### src/hdl/rsem_pkg.sv
// Package with shared constants and controller/datapath types for the spacing estimator.
package rsem_pkg;
   localparam int MaxPoints  = 64;
   localparam int CoordBits  = 14;
   localparam int AddrBits   = $clog2(MaxPoints);
   localparam int CountBits  = $clog2(MaxPoints + 1);
   localparam int SumBits    = CoordBits + AddrBits;
   localparam int KeptBits   = 6;

   typedef logic [CoordBits-1:0] coord_type;
   typedef logic [AddrBits-1:0]  addr_type;
   typedef logic [CountBits-1:0] count_type;

   typedef enum logic [4:0] {
      ST_LOAD, ST_SORT_RD, ST_SORT_CMP, ST_GAP_RD, ST_GAP_WR,
      ST_MED_RD, ST_MED_WR, ST_DEV_RD, ST_DEV_WR, ST_MAD_RD, ST_MAD_WR,
      ST_KEEP_RD, ST_KEEP_ACC, ST_DIV, ST_ANCHOR_RD, ST_ANCHOR_WR, ST_OUT
   } state_type;

   // Which array the sort and median steps act on.
   typedef enum logic [1:0] {
      ARR_POINT, ARR_DEV
   } array_type;

   typedef struct packed {
      logic      store_point;
      logic      clear_set;
      logic      set_overflow;
      logic      rd_en;
      array_type arr;
      addr_type  addr_a;
      addr_type  addr_b;
      logic      swap_wr;
      logic      gap_wr;
      logic      dev_copy_wr;
      logic      dev_abs_wr;
      logic      med_lo_capture;
      logic      med_capture;
      logic      mid_single;
      logic      mad_capture;
      logic      keep_clear;
      logic      keep_acc;
      logic      div_start;
      logic      anchor_capture;
      logic      zero_result;
      logic      out_load;
   } cmd_type;

   typedef struct packed {
      logic     need_swap;
      logic     div_done;
   } status_type;
endpackage

### src/hdl/rsem_controller.sv
// Controller state machine sequencing load, sort, median, filter and divide steps.
module rsem_controller (
   input  logic                 clock,
   input  logic                 reset,
   input  logic                 req_valid,
   input  logic                 req_last_point,
   output logic                 req_stall,
   output logic                 rsp_valid,
   input  logic                 rsp_stall,
   input  rsem_pkg::status_type status,
   output rsem_pkg::cmd_type    cmd,
   output rsem_pkg::addr_type   wr_addr
);
   import rsem_pkg::*;

   state_type state_ff, state_in;
   count_type count_ff, count_in;
   count_type len_ff, len_in;        // length of the array being sorted
   count_type i_ff, i_in, j_ff, j_in;
   logic      second_ff, second_in;  // sorts now act on the deviation memory
   logic      dev_pass_ff, dev_pass_in;  // absolute deviations are in place
   logic      rsp_valid_ff, rsp_valid_in;
   logic      accept;
   count_type ngaps;

   assign ngaps   = count_ff - 1'b1;
   assign accept  = req_valid && !req_stall;
   assign wr_addr = count_ff[AddrBits-1:0];

   always_comb begin
      state_in     = state_ff;
      count_in     = count_ff;
      len_in       = len_ff;
      i_in         = i_ff;
      j_in         = j_ff;
      second_in    = second_ff;
      dev_pass_in  = dev_pass_ff;
      rsp_valid_in = rsp_valid_ff && rsp_stall;
      cmd          = '0;
      cmd.arr      = ARR_POINT;
      req_stall    = 1'b1;
      case (state_ff)
         ST_LOAD: begin
            req_stall = 1'b0;
            if (accept) begin
               if (count_ff < count_type'(MaxPoints)) begin
                  cmd.store_point = 1'b1;
                  count_in = count_ff + 1'b1;
               end else begin
                  cmd.set_overflow = 1'b1;
               end
               if (req_last_point) begin
                  len_in = (count_ff < count_type'(MaxPoints)) ? count_ff + 1'b1 : count_ff;
                  i_in = count_type'(1);
                  j_in = count_type'(1);
                  second_in = 1'b0;
                  dev_pass_in = 1'b0;
                  state_in = ST_SORT_RD;
               end
            end
         end
         // Insertion sort: compare a[j-1] with a[j], swap and step down.
         ST_SORT_RD: begin
            if (i_ff >= len_ff) begin
               if (!second_ff) begin
                  if (len_ff < count_type'(2)) begin
                     state_in = ST_OUT;
                  end else begin
                     i_in = '0;
                     state_in = ST_GAP_RD;
                  end
               end else if (!dev_pass_ff) begin
                  state_in = ST_MED_RD;
               end else begin
                  state_in = ST_MAD_RD;
               end
            end else begin
               cmd.rd_en  = 1'b1;
               cmd.arr    = second_ff ? ARR_DEV : ARR_POINT;
               cmd.addr_a = AddrBits'(j_ff - 1'b1);
               cmd.addr_b = j_ff[AddrBits-1:0];
               state_in   = ST_SORT_CMP;
            end
         end
         ST_SORT_CMP: begin
            cmd.arr    = second_ff ? ARR_DEV : ARR_POINT;
            cmd.addr_a = AddrBits'(j_ff - 1'b1);
            cmd.addr_b = j_ff[AddrBits-1:0];
            if (status.need_swap) begin
               cmd.swap_wr = 1'b1;
               if (j_ff == count_type'(1)) begin
                  i_in = i_ff + 1'b1;
                  j_in = i_ff + 1'b1;
               end else begin
                  j_in = j_ff - 1'b1;
               end
            end else begin
               i_in = i_ff + 1'b1;
               j_in = i_ff + 1'b1;
            end
            state_in = ST_SORT_RD;
         end
         // Gaps into gap memory and a copy into deviation memory.
         ST_GAP_RD: begin
            if (i_ff >= ngaps) begin
               len_in = ngaps;
               i_in = count_type'(1);
               j_in = count_type'(1);
               second_in = 1'b1;
               state_in = ST_SORT_RD;
            end else begin
               cmd.rd_en  = 1'b1;
               cmd.addr_a = i_ff[AddrBits-1:0];
               cmd.addr_b = AddrBits'(i_ff + 1'b1);
               state_in   = ST_GAP_WR;
            end
         end
         ST_GAP_WR: begin
            cmd.addr_a = i_ff[AddrBits-1:0];
            cmd.gap_wr = 1'b1;
            cmd.dev_copy_wr = 1'b1;
            i_in = i_ff + 1'b1;
            state_in = ST_GAP_RD;
         end
         // Middle of sorted deviation memory; even length reads two entries.
         ST_MED_RD, ST_MAD_RD: begin
            cmd.rd_en  = 1'b1;
            cmd.arr    = ARR_DEV;
            if (!len_ff[0] && i_ff != count_type'(0))
               cmd.addr_b = AddrBits'((len_ff >> 1) - 1'b1);
            else
               cmd.addr_b = AddrBits'(len_ff >> 1);
            state_in = (state_ff == ST_MED_RD) ? ST_MED_WR : ST_MAD_WR;
         end
         ST_MED_WR, ST_MAD_WR: begin
            // Odd length: take the one entry. Even: first the lower, then average.
            if (len_ff[0] || i_ff == count_type'(0)) begin
               cmd.mid_single  = len_ff[0];
               cmd.med_capture = (state_ff == ST_MED_WR);
               cmd.mad_capture = (state_ff == ST_MAD_WR);
               cmd.keep_clear  = (state_ff == ST_MAD_WR);
               i_in = '0;
               state_in = (state_ff == ST_MED_WR) ? ST_DEV_RD : ST_KEEP_RD;
            end else begin
               cmd.med_lo_capture = 1'b1;
               i_in = '0;
               state_in = (state_ff == ST_MED_WR) ? ST_MED_RD : ST_MAD_RD;
            end
         end
         ST_DEV_RD: begin
            if (i_ff >= len_ff) begin
               i_in = count_type'(1);
               j_in = count_type'(1);
               dev_pass_in = 1'b1;
               state_in = ST_SORT_RD;
            end else begin
               cmd.rd_en  = 1'b1;
               cmd.arr    = ARR_DEV;
               cmd.addr_a = i_ff[AddrBits-1:0];
               state_in   = ST_DEV_WR;
            end
         end
         ST_DEV_WR: begin
            cmd.addr_a = i_ff[AddrBits-1:0];
            cmd.dev_abs_wr = 1'b1;
            i_in = i_ff + 1'b1;
            state_in = ST_DEV_RD;
         end
         ST_KEEP_RD: begin
            if (i_ff >= len_ff) begin
               state_in = ST_ANCHOR_RD;
            end else begin
               cmd.rd_en  = 1'b1;
               cmd.addr_a = i_ff[AddrBits-1:0];
               state_in   = ST_KEEP_ACC;
            end
         end
         ST_KEEP_ACC: begin
            cmd.keep_acc = 1'b1;
            i_in = i_ff + 1'b1;
            state_in = ST_KEEP_RD;
         end
         // The divider starts here; the anchor read runs beside it.
         ST_ANCHOR_RD: begin
            cmd.div_start = 1'b1;
            cmd.rd_en  = 1'b1;
            cmd.addr_b = AddrBits'(count_ff >> 1);
            state_in   = ST_ANCHOR_WR;
         end
         ST_ANCHOR_WR: begin
            cmd.anchor_capture = 1'b1;
            state_in = ST_DIV;
         end
         ST_DIV: begin
            if (status.div_done) state_in = ST_OUT;
         end
         ST_OUT: begin
            if (!(rsp_valid_ff && rsp_stall)) begin
               cmd.out_load = 1'b1;
               cmd.zero_result = count_ff < count_type'(2);
               cmd.clear_set = 1'b1;
               rsp_valid_in = 1'b1;
               count_in = '0;
               state_in = ST_LOAD;
            end
         end
         default: state_in = ST_LOAD;
      endcase
   end

   always_ff @(posedge clock) begin
      if (reset) begin
         state_ff     <= ST_LOAD;
         count_ff     <= '0;
         rsp_valid_ff <= 1'b0;
      end else begin
         state_ff     <= state_in;
         count_ff     <= count_in;
         rsp_valid_ff <= rsp_valid_in;
      end
      len_ff      <= len_in;
      i_ff        <= i_in;
      j_ff        <= j_in;
      second_ff   <= second_in;
      dev_pass_ff <= dev_pass_in;
   end

   assign rsp_valid = rsp_valid_ff;

   a_stall_in_work: assert property (@(posedge clock) disable iff (reset)
      state_ff != ST_LOAD |-> req_stall) else $error("input taken during work");
   a_count_range: assert property (@(posedge clock) disable iff (reset)
      count_ff <= count_type'(MaxPoints)) else $error("point count past capacity");
   a_rsp_hold: assert property (@(posedge clock) disable iff (reset)
      rsp_valid_ff && rsp_stall |=> rsp_valid_ff) else $error("result dropped");
endmodule

### config.mk
export PLATFORM = sky130hd
export DESIGN_NAME = rsem_controller
export DESIGN_NICKNAME = d
export VERILOG_FILES = /design/src/hdl/rsem_pkg.sv /design/src/hdl/rsem_controller.sv
export SDC_FILE = /design/constraint.sdc
export NUM_CORES = 1
export LEC_CHECK = 0
export ABC_AREA = 0
export CAP_MARGIN = 5
export CORE_AREA = 2 2 107 109
export CTS_CLUSTER_SIZE = 8
export DETAILED_ROUTE_END_ITERATION = 8
export DIE_AREA = 0 0 109 111
export DONT_BUFFER_PORTS = 1
export GPL_TIMING_DRIVEN = 0
export SLEW_MARGIN = 10
export SYNTH_ARGS = -nofsm -noshare
export SYNTH_HDL_FRONTEND = slang
export SYNTH_SLANG_ARGS = --single-unit
export TNS_END_PERCENT = 1
### constraint.sdc
create_clock -name clock -period 3.4 [get_ports clock]
set_input_delay 0.17 -clock clock [delete_from_list [all_inputs] [get_ports clock]]
set_output_delay 0.17 -clock clock [all_outputs]
set_load 0.005 [all_outputs]
Word-level counts from Yosys, hierarchy flattened

Cells that the tools add are included.

Register bits: 36
Latch bits: 0
Bits in writable memories: 0
Bits in read-only memories: 0
Bits of input ports: 7
Output and inout bits: 40
Logic and storage cells: 146
Memories: 0

Add/sub/neg operators: 5
$mul: 0
Divide/modulo/power cells: 0
$lt $le $gt $ge: 5
Eq/ne operators: 27
Shift operators: 0
Multiplexer cells: 77
Bitwise gates (word level): 0
Reductions and logical operators: 24

Operator list:

| kind                | number |
|---|---|
| $mux 7              | 17 |
| $pmux 5 s15         | 1 |
| $pmux 7 s7          | 1 |
| $eq 5x4->1 const B  | 8 |
| $mux 5              | 8 |
| $pmux 6 s6          | 1 |
| $pmux 6 s5          | 1 |
| $mux 4              | 7 |
| $pmux 7 s2          | 2 |
| $pmux 7 s4          | 1 |
| $mux 1              | 24 |
| $eq 5x3->1 const B  | 4 |
| $ne 2x2->1 const B  | 9 |
| $mux 15             | 1 |
| $add 7x1->7 const B | 2 |
| $ge 7x7->1          | 2 |
| $lt 7x2->1 const B  | 2 |
| $reduce_bool 7->1   | 2 |
| $sub 7x1->7 const B | 2 |
| $mux 12             | 1 |
| $mux 6              | 2 |
| $reduce_and 4->1    | 3 |
| $eq 5x2->1 const B  | 2 |
| $mux 9              | 1 |
| 23 further kinds    | 34 |

Logic depth before layout (Yosys ltp)

Depth after elaboration: 5
Depth in mapped cells: 11
Gate-level depth less buffers: 10

Worst setup path after synthesis

No wires, ideal clock.

Kind: register to register
Start point: register count_ff[2]
End point: register i_ff[0] (enable)
Setup time: 380 ps
Arrival time: 2645 ps
Data required time: 3020 ps
Slack: 375 ps
Stages on the path, launching flop included: 11
Path buffers: 1
Clock period less this slack: 3025 ps
Path through: dfxtp_1 clkbuf_1 or3_1 nor2_1 nand2_1 xnor2_1 ha_1 nand4_1 o211ai_2 o211ai_1 nor3_1

Longest elaborated chain between the ends: 4

RTL lines:

| what                              | line                   | RTL |
|---|---|---|
| start: declaration                | rsem_controller.sv:17  | `count_type count_ff, count_in;` |
| start signal: assignment          | rsem_controller.sv:218 | `count_ff <= count_in;` |
| $sub 7x1->7                       | rsem_controller.sv:26  | `assign ngaps = count_ff - 1'b1;` |
| $ge 7x7->1                        | rsem_controller.sv:105 | `if (i_ff >= ngaps) begin` |
| $ne 2x2->1 (no source line)       | -                      |  |
| $reduce_and 9->1 (no source line) | -                      |  |
| end signal: assignment            | rsem_controller.sv:222 | `i_ff <= i_in;` |
| end: declaration                  | rsem_controller.sv:19  | `count_type i_ff, i_in, j_ff, j_in;` |

No other way between the ends.
A chain may end at the register's enable or synchronous reset.

Final worst setup path

Start point: register count_ff[4]
End point: register i_ff[3] (enable)

The elaborated chain is that of the path after synthesis.

==> impl_metrics.csv <==
group,metric,value,unit
outcome,status,"completed",
clock_tree,cts_tree,"yes",
synthesis,synth_seq_cells,36,
synthesis,async_reset_ff_frac,0,
finish,syn_to_final_growth,13.5,%
route,num_vias,2845,
power,leakagePower,0.00144,µW
clock_tree,clock_latency,0.28,ns
synthesis,synth_compound_area_frac,0.194,
synthesis,synth_top_family_by_area,"simple AND/OR/NAND/NOR gates",
sta,finalSetupTns,0,ns
sta,finalCritPeriodShare,0.939,
worst_setup_path,cp.required,3.40,ns
clock_tree,clkSinkCount,36,
sta,post-route-min-period,3.19,ns
synthesis,yosysUniqueCellTypes,64,
clock_tree,cts_buffers,5,
finish,antennaDiodeCount,0,
global_route,grt_pass1_wl,15000,µm
sta,worst_pin_slew,0.762,ns
sta,timing.slew.headroom,0.492,
sta,fmax,313,MHz
global_route,grtUsageTotal,0.157,
floorplanning,die_y,111,µm
synthesis,synthMuxAreaShare,0.0361,
place,detailed_place_hpwl,7160,µm
worst_setup_path,cp.arrival,3.19,ns
worst_setup_path,end_kind,"flip-flop",
clock_tree,htree_num_levels,2,
hold_path,min_from,"reset",
sta,final-setup-viol-count,0,
route,routedWlPerCell,17.3,µm
floorplanning,start_util,0.288,
sta,rsz0062_at_grt,"true",
worst_setup_path,worst_setup_path_start_kind,"flip-flop",
synthesis,yosys.area_share.xor_xnor,0.0714,
place,portBuffers,0,
hold_path,worstHoldEndpoint,"state_ff[4]",
synthesis,yosysSeqAreaShare,0.298,
worst_setup_path,cp_max_fo,8,
power,total_power,3450,µW
worst_setup_path,max_stage_delay,0.37,ns
synthesis,syn_nets,407,
route,via_per_inst,5.36,
worst_setup_path,crit_buf_inv,2,
floorplanning,core-area,11100,µm²
global_route,grt-ovfl-total,0,
clock_tree,cts_root_buf,"clkbuf_16",
global_route,grt_max_degree,13,
finish,drive_above_1_share,0.129,
worst_setup_path,path_cells,"clkbuf_1 -> or3_1 -> nor2_1 -> nand2_1 -> xnor2_2 -> ha_1 -> nand4_1 -> o211ai_4 -> o211ai_1 -> nor3_4 -> buf_12",
power,cellPowerDensity,954,nW/µm²
synthesis,synth-adder-area-share,0.0824,
global_route,antenna_found_initial,0,
route,routed_wl,9170,µm
route,postRouteAntennaNets,0,
worst_setup_path,crit_slowest_cell,"or3_1",
synthesis,syn_area,3190,µm²
power,peakVddDrop,0.000400,V
worst_setup_path,rr_endpoint,"i_ff[3]",
route,drcViolationCount,0,
global_route,grt_pass1_vias,2817,
clock_tree,path_clk_slew,0.06,ns
flow_run,drv_cap,0,
synthesis,ys.flop_type,"edfxtp_1",
worst_setup_path,r2r_slack,0.21,ns
sta,slew_viol_final,0,
finish,final_common_cell,"nor2_1",
hold_path,hold_path.class,"in -> reg",
finish,final_cell_mix,"nor2_1, inv_1, nand2_1, edfxtp_1, xnor2_1",
hold_path,holdPathStages,1,
synthesis,synth_area_per_cell,8.42,µm²
worst_setup_path,rr_worst_depth,11,
floorplanning,die_x,109,µm
floorplanning,ios,47,
worst_setup_path,crit_type,"reg -> reg",
route,dr.pass1.iters,4,
route,drt_iter0_drc,192,
sta,finClkSkew,0.00492,ns
finish,final_nets,415,
synthesis,synth-simple-area-share,0.235,
synthesis,yosysWarningCount,0,
floorplanning,dieArea,12100,µm²
finish,fill_cells,1174,
sta,setup_ws,0.208,ns
place,place_ws,-0.424,ns
clock_tree,clockBufferDepth,2,
synthesis,synth_cells,379,
floorplanning,rows,39,
place,place.gp.congestion,0.898,
worst_setup_path,crit_family,"simple AND/OR/NAND/NOR gates",
sta,finalHoldViolCount,0,
worst_setup_path,r2r_start,"count_ff[4]",
synthesis,synth-edff-count,23,
## through the flow
stage	std cells	instance area (µm²)	util	hold WS (ns)
finish	531	3620	0.327	0.00390
global route	531	3620	0.327	0.00371
CTS	531	3570	0.322	0.00173
detailed placement	522	3370	0.304	0.247
global placement	522	3370	0.304	0.246
floorplan	379	3190	-	0.243
## cell usage after synthesis (all sizes together) (10+ instances only)
library cell	n	share of area
and3	10	0.020
o21ai	21	0.033
inv	28	0.033
xnor2	23	0.063
dfxtp	13	0.082
nor2	39	0.051
buf	18	0.038
edfxtp	23	0.22
a21oi	22	0.035
nand2	23	0.027
nor3	11	0.019
ha	21	0.082
## worst reg2reg max path, delay by kind of cell, from the launching register on
family                     cells  cell delay, ns
and+or+nand+nor                5            1.08
AOI/OAI and AO/OA              2            0.67
buffers and inverters          2            0.37
adders and majority gates      1            0.34
DFF                            1            0.31
xor gates and xnor gates       1            0.15
## final cells by class
cell class,count,area (µm²),area share
Clock buffer,5,125,0.0346
Inverter,28,105,0.0290
Clock inverter,3,42.5,0.0117
Tap cell,143,179,0.0494
Multi-Input combinational cell,288,2020,0.558
Sequential cell,36,951,0.263
Timing Repair Buffer,3,50.0,0.0138
Buffer,25,149,0.0411
## logic make-up after synthesis
family / Yosys count
adder cells (fa/ha/maj): 21
other: 1
multiplexers: 11
XOR/XNOR: 26
flip-flops: 36
AO/OA/AOI/OAI: 91
buffers and inverters: 55
AND/OR/NAND/NOR: 138
## what timing repair did
| item | CTS | global route |
|---|---|---|
| hold endpoints to repair | 1 | 0 |
| hold buffers | 1 | 0 |
| resized for setup | 4 | 3 |
| setup endpoints to repair | 15 | 26 |
| setup buffers | 0 | 2 |
| pin swaps | 2 | 2 |
## where the power goes
part	switching, µW	internal, µW	leakage, µW
Clock	184	344	0.0000798
Sequential	206	683	0.000327
Combinational	1230	806	0.00104
## flip-flops by register name, summed over array words and instances (netlist names)
signal and count:
i_ff 7, dev_pass_ff 1, rsp_valid 1, count_ff 7
state_ff 5, j_ff 7, len_ff 7, second_ff 1
## routing by layer
layer | routed length, µm | track usage
met5 | 0 | 0
met4 | 199 | 0.0556
met3 | 430 | 0.0276
met2 | 4500 | 0.255
met1 | 4040 | 0.206
## worst max-delay path by stage
stage                            from      end  slack (ns)  depth (start not counted)
after floorplan           count_ff[2]  i_ff[0]        0.38                         10
after global placement    count_ff[2]  i_ff[4]       -0.40                         10
after detailed placement  count_ff[2]  i_ff[2]       -0.42                         10
after CTS                 count_ff[2]  j_ff[1]      0.0003                         10
after global routing      count_ff[4]  i_ff[2]       -0.02                         11
final                     count_ff[4]  i_ff[3]        0.21                         11
No activity file was read; power rests on OpenSTA's default activity.
